[src/oal_pkg.sv]
// Shared types, codes and constants of the ordered array list.
package oal_pkg;

  localparam int CAPACITY_DEF = 64;
  localparam int KEY_BITS_DEF = 32;
  localparam int GROUP        = 8;
  localparam int POS_W        = 6;
  localparam int CNT_W        = 7;
  localparam int IN_KEY_W     = 32;

  typedef enum logic [1:0] {
    MODE_INSERT = 2'd0,
    MODE_REMOVE = 2'd1,
    MODE_FIND   = 2'd2
  } mode_t;

  typedef enum logic [1:0] {
    ST_DONE     = 2'd0,
    ST_REJECT   = 2'd1,
    ST_NOTFOUND = 2'd2
  } status_t;

  typedef enum logic {
    S_IDLE = 1'b0,
    S_SCAN = 1'b1
  } fsm_t;

  typedef struct packed {
    logic [1:0]          mode;
    logic [POS_W-1:0]    position;
    logic [IN_KEY_W-1:0] key;
  } in_t;

  typedef struct packed {
    status_t          status;
    logic [POS_W-1:0] found_position;
    logic [CNT_W-1:0] entry_count;
  } out_t;

  typedef struct packed {
    logic             insert_en;
    logic             remove_en;
    logic             cmp_en;
    logic [POS_W-1:0] pos;
  } cell_ctl_t;

endpackage

[src/oal_scan.sv]
// Group scanner: picks the first set match bit inside one group of eight cells.
module oal_scan #(
  parameter int CAPACITY = oal_pkg::CAPACITY_DEF,
  parameter int GW       = 3
) (
  input  logic [CAPACITY-1:0]        match,
  input  logic [GW-1:0]              grp,
  output logic                       hit,
  output logic [oal_pkg::POS_W-1:0]  found_pos
);

  localparam int G    = oal_pkg::GROUP;
  localparam int PADW = G * (1 << GW);
  localparam int FW   = GW + 3;

  logic [PADW-1:0] match_pad;
  logic [G-1:0]    sel;
  logic [2:0]      pr;
  logic [FW-1:0]   full_idx;

  assign match_pad = PADW'(match);
  assign sel       = match_pad[grp*G +: G];
  assign hit       = |sel;

  always_comb begin
    pr = 3'd0;
    for (int i = G - 1; i >= 0; i--) begin
      if (sel[i]) begin
        pr = 3'(i);
      end
    end
  end

  assign full_idx = {grp, pr};

  generate
    if (FW >= oal_pkg::POS_W) begin : g_trunc
      assign found_pos = full_idx[oal_pkg::POS_W-1:0];
    end else begin : g_ext
      assign found_pos = {{(oal_pkg::POS_W-FW){1'b0}}, full_idx};
    end
  endgenerate

endmodule

[config.mk]
export PLATFORM = sky130hd
export DESIGN_NAME = oal_scan
export DESIGN_NICKNAME = d
export VERILOG_FILES = /design/src/oal_pkg.sv /design/src/oal_scan.sv
export SDC_FILE = /design/constraint.sdc
export NUM_CORES = 1
export LEC_CHECK = 0
export BUFFER_PORTS_ARGS = -buffer_cell sky130_fd_sc_hd__buf_2
export CAP_MARGIN = 20
export CORE_MARGIN = 3
export CORE_UTILIZATION = 42
export DETAILED_ROUTE_END_ITERATION = 6
export PLACE_DENSITY_LB_ADDON = 0.3
export SLEW_MARGIN = 40
export SYNTH_ARGS = -nofsm -noshare
export SYNTH_HDL_FRONTEND = slang
export SYNTH_SLANG_ARGS = --single-unit
export TNS_END_PERCENT = 50
[constraint.sdc]
create_clock -name vclk -period 5
set_input_delay 0.25 -clock vclk [all_inputs]
set_output_delay 0.25 -clock vclk [all_outputs]
set_load 0.03 [all_outputs]
* Yosys cells after proc, flatten, opt, wreduce, memory -nomap -nowiden
Cells that the tools add are included.
** Word-level totals
- Output and inout port bits :: 7
- Register bits :: 0
- Logic and storage cells :: 10
- Input port bits :: 67
** Cells by class
- Shift-type cells :: 1
- Reduce and logical (&&, ||, !) cells :: 1
- Muxes and demuxes :: 8
** Operators with widths (number)
- variable part select 64 x 7 -> 8 bit :: 1
- 2-to-1 mux 3 bit :: 8
- OR reduction 8 bit :: 1

* Depth between registers and ports, before layout
- Word-level depth :: 9
- Mapped depth :: 7
- Mapped depth without buffers :: 5

* Least setup slack after synthesis
OpenSTA, ideal clock, no wires.
- Path type :: input to output
- Start point :: input grp[0]
- End point :: output found_pos[0] in the netlist's numbering
- Arrival time :: 2033 ps
- Stages :: 7
- Buffers on the path :: 2
- Setup slack :: 2717 ps
- Cells stage by stage :: buf_6 buf_8 mux4_2 mux2_2 o211ai_2 a21oi_1 o32ai_2
** On the way
- Longest elaborated chain between the ends :: 9
** Ends and longest elaborated chain
- start, declared :: RTL line oal_scan.sv:7 : input logic [GW-1:0] grp,
- variable part select 64 x 7 -> 8 bit * :: RTL line oal_scan.sv:22 : assign sel = match_pad[grp*G +: G];
- 2-to-1 mux 3 bit (7 in a row) :: RTL line oal_scan.sv:28 : if (sel[i]) begin
- 2-to-1 mux 3 bit * :: RTL line oal_scan.sv:28
- end, declared :: RTL line oal_scan.sv:9 : output logic [oal_pkg::POS_W-1:0] found_pos
Mark *: on every way between the ends. The rest lies on a longest branch, timed or not.

* Final worst setup path
- Start point :: input grp[1]
- End point :: output found_pos[0] in the netlist's numbering
The elaborated chain is that of the path after synthesis.

==> results.yml <==
floorplanning:
  core_um2: 1630
  die_h_um: 49.2
  die_width_um: 49.2
  initial_core_util_pct: 48.0
  num_rows: 14
  io-pin-count: 74
  dieArea_um2: 2420
synth:
  syn_nets: 134
  synth_fa_ha_area_share_pct: 0
  yosysWarningCount: 0
  synth_simple_gate_area_share_pct: 12.2
  synthCells: 67
  synthDistinctLibCells: 19
  synth_top_cell_area_share_pct: 34.6
  yosys.area.top_type: "mux4_2"
  netlist_area_um2: 782
  seq_area_frac_synth_pct: 0
  synth_top_family_by_area: "multiplexers"
  synth_compound_area_share_pct: 11.7
  synthMuxAreaShare_pct: 66.1
  synth_xor_area_share_pct: 0
  synth_area_per_cell_um2: 11.7
  ys_top_cells_by_area: "mux4_2 35%, mux4_1 24%, a21oi_1 5.1%"
hold_path:
  hp-class: "in -> out"
worst_setup_path:
  cp-end-kind: "primary output"
  worstPathArrival_ps: 2360
  cp_slowest_cell: "mux4_1"
  max_stage_delay_ps: 610
  crit_top_cell: "buf_2"
  startpoint_type: "input pin"
  cp_top_family: "multiplexers"
  crit_chain: "buf_2, mux4_1, mux2_2, a221oi_2, a21oi_1, o32ai_2, buf_2"
  crit_buf_inv: 2
  cp_max_fo: 19
  critPathRequiredTime_ps: 4750
  crit_type: "in -> out"
routing:
  wirelength_um: 2360
  post_drt_wl_per_cell_um: 15.2
  drc: 0
  drtPass1Iterations: 4
  avgViaCountPerCell: 5.65
  first_iter_violations: 12
  ant_nets: 0
  num_vias: 875
global_routing:
  grt-ovfl-total: 0
  grt_pass1_vias: 882
  grt_pass1_wl_um: 3700
  antenna_found_initial: 0
  grt_max_degree: 28
  grt_util_all_layers_pct: 18.8
placed_design:
  gp_congestion: 0.770
  portBuffers: 74
  pre_cts_slack_ps: 2390
  placed_area_um2: 1100
  dp_hpwl_um: 2050
power:
  power-per-cell-area_nw_per_um2: 93.9
  p_leak_nw: 0.535
  ir_worst_vdd_mv: 0.0642
  p_total_mw: 0.104
sta:
  drv_slew: 0
  finalSetupTns_ps: 0
  period_needed_ps: 2610
  worst_slack_ps: 2390
  slew_headroom_pct: 66.9
  worst_pin_slew_ps: 497
  period_share_pct: 52.2
  setup_viol: 0
  fmax_mhz: 383
  finalHoldViolCount: 0
  rsz0062_at_grt: "no"
clock_network:
  postCtsSetupRepairBufs: 0
  cts-resized-gates: 0
  cts_hold_buffers: 0
layout:
  final_nets: 200
  regArea_um2: 0
  multi_input_area_um2: 703
  seq_cell_count: 0
  drive_gt1_share_pct: 69.5
  design_area_um2: 1100
  area_delta_synth_final_pct: 41.1
  diodes: 0
  nFillCells: 146
  clkbuf_count: 0
outcome:
  status: "complete, no violations"
job:
  drv_cap: 0
-- synthesized netlist by cell type --
master / number
buf_8: 1
buf_2: 3
a221oi_2: 1
mux4_2: 12
o32ai_2: 1
buf_6: 2
nor3_1: 6
a21oi_1: 8
buf_1: 1
buf_4: 3
mux4_1: 7
nor2b_1: 1
a21o_1: 1
nand2_1: 1
nand2b_1: 4
mux2_2: 2
o211ai_2: 1
mux2i_1: 4
nor2_1: 8
-- path summary, 6_finish.rpt --
| path | start | to | slack, ps | depth (start not counted) |
|---|---|---|---|---|
| hold / removal | grp[1] | found_pos[4] | 990 | 2 |
| setup / recovery | grp[1] | found_pos[0] | 2390 | 7 |
-- cells in the final DEF (no fill, tap or decap) --
cell      count
nand2b_1      4
buf_2        74
mux4_2       12
a21o_1        1
o211ai_2      1
nand2_1       1
o32ai_2       1
a221oi_2      1
nor2b_1       1
mux2i_1       4
nor3_1        6
a21oi_1       8
mux2_2        2
nor2_1        8
mux4_1        7
-- through the flow --
| step | util, % | instances | hold WS, ps |
|---|---|---|---|
| 4_1_cts | 67.7 | 155 | 997 |
| 3_5_place_dp | 67.7 | 155 | 995 |
| 5_1_grt | 67.7 | 155 | 1010 |
| 6_report | 67.7 | 155 | 988 |
| 3_3_place_gp | 67.7 | 155 | 982 |
| 2_1_floorplan | - | 67 | 632 |
-- logic make-up after synthesis --
kind of cell	count (synthesis)
simple gates	20
buf+inv	10
mux	25
compound gates	12
-- layout make-up --
| cell class | count | area share [%] |
|---|---|---|
| timing repair buffer | 74 | 33.6 |
| tap | 24 | 2.72 |
| multi-input combinational | 57 | 63.7 |
-- power by group --
group | leakage (nW) | internal, mW | switching (mW) | total, mW
sequential | 0 | 0 | 0 | 0
combinational | 0.535 | 0.0572 | 0.0464 | 0.104
clock | 0 | 0 | 0 | 0
total | 0.535 | 0.0572 | 0.0464 | 0.104
-- routing by layer --
layer / vias to the layer above / routed length [µm] / track usage [%]
met5: - / 0 / 0
met4: 0 / 0 / 0.948
met3: 0 / 226 / 1.83
met2: 50 / 1290 / 38.2
met1: 407 / 839 / 21.5
li1: 418 / - / -
Power figures use the tool's default switching activity.
