File: src/oal_pkg.sv
// Shared types, codes and constants of the ordered array list.
package oal_pkg;

  localparam int CAPACITY_DEF = 64;
  localparam int KEY_BITS_DEF = 32;
  localparam int GROUP        = 8;
  localparam int POS_W        = 6;
  localparam int CNT_W        = 7;
  localparam int IN_KEY_W     = 32;

  typedef enum logic [1:0] {
    MODE_INSERT = 2'd0,
    MODE_REMOVE = 2'd1,
    MODE_FIND   = 2'd2
  } mode_t;

  typedef enum logic [1:0] {
    ST_DONE     = 2'd0,
    ST_REJECT   = 2'd1,
    ST_NOTFOUND = 2'd2
  } status_t;

  typedef enum logic {
    S_IDLE = 1'b0,
    S_SCAN = 1'b1
  } fsm_t;

  typedef struct packed {
    logic [1:0]          mode;
    logic [POS_W-1:0]    position;
    logic [IN_KEY_W-1:0] key;
  } in_t;

  typedef struct packed {
    status_t          status;
    logic [POS_W-1:0] found_position;
    logic [CNT_W-1:0] entry_count;
  } out_t;

  typedef struct packed {
    logic             insert_en;
    logic             remove_en;
    logic             cmp_en;
    logic [POS_W-1:0] pos;
  } cell_ctl_t;

endpackage

File: src/oal_cell.sv
// One list slot: holds a key, shifts with its neighbors, compares against a search key.
module oal_cell #(
  parameter int IDX      = 0,
  parameter int KEY_BITS = oal_pkg::KEY_BITS_DEF,
  parameter int CW       = 7
) (
  input  logic                clk,
  input  logic                rst_n,
  input  oal_pkg::cell_ctl_t  ctl,
  input  logic [KEY_BITS-1:0] key,
  input  logic [CW-1:0]       count,
  input  logic [KEY_BITS-1:0] left,
  input  logic [KEY_BITS-1:0] right,
  output logic [KEY_BITS-1:0] entry,
  output logic                match
);

  localparam int PW = (CW > oal_pkg::POS_W) ? CW : oal_pkg::POS_W;
  localparam logic [PW-1:0] IDX_P = PW'(IDX);
  localparam logic [CW-1:0] IDX_C = CW'(IDX);

  logic [KEY_BITS-1:0] entry_r, entry_nxt;
  logic                match_r, match_nxt;
  logic [PW-1:0]       pos_ext;

  assign pos_ext = PW'(ctl.pos);

  always_comb begin
    entry_nxt = entry_r;
    match_nxt = match_r;
    if (ctl.insert_en) begin
      if (IDX_P == pos_ext) begin
        entry_nxt = key;
      end else if (IDX_P > pos_ext) begin
        entry_nxt = left;
      end
    end
    if (ctl.remove_en && (IDX_P >= pos_ext)) begin
      entry_nxt = right;
    end
    if (ctl.cmp_en) begin
      match_nxt = (entry_r == key) && (IDX_C < count);
    end
  end

  always_ff @(posedge clk) begin
    entry_r <= entry_nxt;
  end

  always_ff @(posedge clk) begin
    if (!rst_n) begin
      match_r <= 1'b0;
    end else begin
      match_r <= match_nxt;
    end
  end

  assign entry = entry_r;
  assign match = match_r;

endmodule

File: config.mk
export PLATFORM = sky130hd
export DESIGN_NAME = oal_cell
export DESIGN_NICKNAME = d
export VERILOG_FILES = /design/src/oal_pkg.sv /design/src/oal_cell.sv
export SDC_FILE = /design/constraint.sdc
export NUM_CORES = 1
export LEC_CHECK = 0
export BUFFER_PORTS_ARGS = -buffer_cell sky130_fd_sc_hd__buf_4
export CAP_MARGIN = 20
export CORE_MARGIN = 1.5
export CORE_UTILIZATION = 42
export DETAILED_ROUTE_END_ITERATION = 6
export HOLD_SLACK_MARGIN = 0.1
export PLACE_DENSITY = 0.81
export SLEW_MARGIN = 5
export SYNTH_ARGS = -nofsm -noshare
export SYNTH_HDL_FRONTEND = slang
export SYNTH_SLANG_ARGS = --single-unit
File: constraint.sdc
create_clock -name clk -period 2.93 [get_ports clk]
set_input_delay 0.293 -clock clk [delete_from_list [all_inputs] [get_ports clk]]
set_output_delay 0.293 -clock clk [all_outputs]
set_load 0.01 [all_outputs]
# After elaboration in Yosys (flattened, before gate mapping)

Cells that the tools add are included.

Magnitude comparators: 3
Equal/unequal tests: 1
Muxes and demuxes: 4
Reduce and logical (&&, ||, !) cells: 6

Operators by type and width:

| cell                 | number |
|---|---|
| $mux W32             | 4 |
| $eq A32 B32 Y1       | 1 |
| $logic_not A7 Y1     | 1 |
| $lt A1 B7 Y1 const A | 1 |
| $ge A1 B6 Y1 const A | 1 |
| $gt A1 B6 Y1 const A | 1 |
| $reduce_bool A3 Y1   | 1 |
| $logic_and A1 B1 Y1  | 2 |
| $reduce_and A2 Y1    | 1 |
| $reduce_bool A2 Y1   | 1 |

Register bits after elaboration: 33
Output and inout bits: 33
Logic and storage cells: 16

# Depth between registers and ports, before layout

Depth after elaboration: 5
Gate-level depth with buffers: 6

# Worst setup path after synthesis

Ideal clock, no wire load.

Path type: input port to flip-flop
From: input ctl[1] (netlist name)
To: register entry_r[0], in the netlist entry[0] (enable)
Library setup time: 0.421 ns
Arrival time: 2.292 ns
Required time: 2.509 ns
Setup slack: 0.217 ns
Stages: 5
Path buffers: 2
Path through: nor4_1 nand2_1 buf_6 buf_6 nor2_1

Cells in the longest elaborated chain, start to end: 4
Elaborated cells between the ends (all ways): 7
Those cells by class: order compare (2); reduce/logical (5)

Ends and longest elaborated chain:

| element                                                                          | line           | source |
|---|---|---|
| start, declared                                                                  | oal_cell.sv:9  | `input oal_pkg::cell_ctl_t ctl,` |
| $ge A1 B6 Y1                                                                     | oal_cell.sv:38 | `if (ctl.remove_en && (IDX_P >= pos_ext)) begin` |
| $logic_and A1 B1 Y1                                                              | oal_cell.sv:38 |  |
| $reduce_bool A3 Y1 (no source line) / $reduce_bool A2 Y1 (equally long branches) | n/a            |  |
| $reduce_and A2 Y1 (no source line) *                                             | n/a            |  |
| end signal, assigned                                                             | oal_cell.sv:47 | `entry_r <= entry_nxt;` |
| end, declared                                                                    | oal_cell.sv:22 | `logic [KEY_BITS-1:0] entry_r, entry_nxt;` |

Every way passes the cells marked *; elsewhere a longest branch is shown, timed or not.
A chain may end at the register's enable or synchronous reset.

# Worst setup path in the final report

From: input ctl[1] (netlist name)
To: register entry_r[28], in the netlist entry[28] (enable)

The elaborated chain is that of the path after synthesis.

==> run summary <==
The total number of vias came out at 1915. The power after layout came out at 1082 µW. The initialized floorplan defines 25 standard-cell rows. STA classifies the critical path startpoint as an input pin. The number of H-tree levels is 2.

The total half-perimeter wirelength after legalization and detailed placement is 4693 µm. The worst slew margin relative to its limit is 0.5300. The count of state elements after synthesis came out at 33. The average footprint of a synthesized cell is 11.02 µm². The area share of the leading cell type in the synthesized netlist came out at 0.4496. The largest buffer count on any clock path is 2. The post-placement setup slack is 0.9564 ns. Buffers placed on the I/O ports in this run total 146. Max-cap violations in this run came to 0.

The number of detailed-routing iterations run before antenna repair is 4. The overall overflow remaining after global route came out at 0. After layout, the minimum clock period comes to 1.667 ns. The area enclosed by the die boundary is 0.005525 mm². The iteration-0 DRC count of the detailed router came out at 53. In this run the critical register-to-register path is launched from entry[8]. The share of synthesized area occupied by flip-flops and latches came out at 0.4590. The layout net count is 453. The die outline width came out at 74.33 µm. The post-synthesis to final-layout area growth came out at 56.32%. The minimum setup slack in the final design came out at 1.263 ns. Of all cell types, the one taking the most synthesized area is sky130_fd_sc_hd__edfxtp_1. The buffer type at the clock tree root is sky130_fd_sc_hd__clkbuf_8. The number of unique standard cell types used by synthesis came out at 19. The clock latency reported for the late side of the worst-skew pair came out at 0.28 ns.

The clock net sink count came out at 33. The count of hold buffers inserted by post-cts repair came out at 0. At the pin with the least slew margin, the transition time is 0.7050 ns. The leakage power figure came out at 0.001552 µW. The post-CTS setup buffer count is 0. In the routed design, unresolved DRC markers number 0. The reg-to-reg setup timing slack is 1.49 ns. The via count of the first global-routing pass is 1895. Clock skew on the completed layout was measured at 0.008521 ns. The number of cells on the worst hold path is 3. Wires add up to 5775 µm. The peak supply drop is 0.0002497 V. The worst hold path terminates at entry[27]. The peak fanout along the critical path came out at 19. The post-detailed-route via-to-cell ratio is 4.705.

The number of warnings reported in the yosys synthesis log came out at 0. Setup repair after global routing left no endpoint under its margin. The repair_antennas step left the layout with diodes totalling 0. Data on the critical path arrives at its endpoint at 1.62 ns. The achievable frequency came out at 600.0 MHz.

147 I/O pins were placed. The routability congestion estimate from global placement is 0.7466. Summed over all failing endpoints, the final setup total negative slack is 0 ns. In this run the vertical extent of the chip is 74.33 µm.

In this run the critical register-to-register path is captured at match. The final worst-path cycle share came out at 0.5689. STA puts the critical path data required time at 2.89 ns. The worst reg-to-reg path cell count is 5. The effective utilization at floorplan came out at 0.4436. The final number of hold-violating endpoints is 0. The pin count of the biggest net entering global routing is 65. The final count of pins violating max slew was 0.

The number of standard cells after synthesis came out at 194. For this run, the total global-route usage over all layers was measured as 0.2074. In the final layout, the share of cells above drive strength 1 is 0.5147. The total CTS buffers is 5. The worst hold path begins at left[27].

The total core area came out at 0.004817 mm². The TritonCTS clock tree is yes. The combined area of all synthesized cells came out at 0.002137 mm². The first global-routing pass estimated 8507 µm of wire. The number of antenna violations at the first check in global routing was 0.

STA classifies the critical path endpoint as a register. The total of endpoints with negative setup slack in the final report is 0. The antenna violation net count after detailed routing came out at 0. The CTS clock-pin slew for the worst setup and hold paths is 0.07 ns. After clock tree synthesis, the repair step resized 0 gates. In this run the worst hold path is classified as input pin to register. The detail-routed net length per standard cell came out at 14.19 µm. The number of nets in the synthesized netlist is 308.

Power spread over the standard cell area amounts to 323.8 mW/mm². In the post-synthesis netlist, the biggest area contributors are sky130_fd_sc_hd__edfxtp_1, sky130_fd_sc_hd__mux2i_1, sky130_fd_sc_hd__o21ai_2. The critical path is of the input pin to register type. The flow ran to the end, and the final reports show no timing, DRC or antenna violations.
-- power by group --
part	switching, µW	internal (µW)	leakage (µW)
Combinational	90.3	151	0.00121
Clock	151	164	0.0000450
Sequential	2.80	523	0.000296
Total	244	838	0.00155
-- cells in the mapped netlist, drive strengths merged --
| cell | number |
|---|---|
| nor4 | 6 |
| nand3b | 1 |
| nor2 | 3 |
| buf | 10 |
| xor2 | 15 |
| edfxtp | 32 |
| nor3 | 2 |
| clkbuf | 1 |
| dfxtp | 1 |
| o21ai | 33 |
| mux2i | 32 |
| nand3 | 3 |
| xnor2 | 17 |
| nand4 | 4 |
| a21oi | 1 |
| nand2 | 33 |
-- worst max-delay path: stages --
cell and delay, ns:
sky130_fd_sc_hd__buf_4 0.11, sky130_fd_sc_hd__nor4_1 0.36, sky130_fd_sc_hd__nand2_2 0.14, sky130_fd_sc_hd__nor2_4 0.37
sky130_fd_sc_hd__buf_4 0.35
-- how the worst max path moves through the flow --
stage / start / endpoint
after floorplan: ctl[1] / entry[0]
after global placement: ctl[1] / entry[30]
after detailed placement: ctl[1] / entry[30]
after CTS: ctl[1] / entry[30]
after global routing: ctl[1] / entry[28]
final: ctl[1] / entry[28]
-- metal layers --
metal	vias up	part of all wire	GRT usage
met5	-	0	0
met4	0	0.0073	0.05859
met3	4	0.088	0.06775
met2	91	0.52	0.3790
met1	823	0.38	0.2300
li1	997	-	-
-- cells in the final DEF (no fill, tap or decap), drive strengths merged --
| cell | netlist | final |
|---|---|---|
| buf | 10 | 149 |
| nand2 | 33 | 33 |
| o21ai | 33 | 33 |
| mux2i | 32 | 32 |
| edfxtp | 32 | 32 |
| xnor2 | 17 | 17 |
| xor2 | 15 | 15 |
| nor4 | 6 | 6 |
| clkbuf | 1 | 6 |
| nand4 | 4 | 4 |
| nand3 | 3 | 3 |
| nor2 | 3 | 3 |
| nor3 | 2 | 2 |
| clkinv | 0 | 2 |
| a21oi | 1 | 1 |
| nand3b | 1 | 1 |
| dfxtp | 1 | 1 |
-- final cells by class --
class                           count  area [µm²]
Tap cell                           67       83.83
Timing Repair Buffer              149        1119
Clock buffer                        6       72.57
Sequential cell                    33       980.9
Fill cell                         411        1476
Multi-Input combinational cell    150        1075
Clock inverter                      2       10.01
-- per-stage QoR --
stage	util	instances	area (µm²)	hold WS, ns
after CTS	0.6935	407	3341	0.2778
after floorplan	-	194	2137	0.4394
after global placement	0.6764	399	3258	0.4823
final	0.6935	407	3341	0.2860
after global routing	0.6935	407	3341	0.2718
after detailed placement	0.6764	399	3258	0.4901
-- registers in the layout (all words and copies together) (netlist names) --
name   cells
match      1
entry     32
-- cell families after synthesis --
kind of cell | count (synthesis) | synth area share
flops | 33 | 0.4590
mux | 32 | 0.1499
buf+inv | 11 | 0.04274
compound gates | 34 | 0.1095
simple gates | 52 | 0.1077
xor+xnor | 32 | 0.1311
Note: power is estimated with default switching activity, not from simulation.
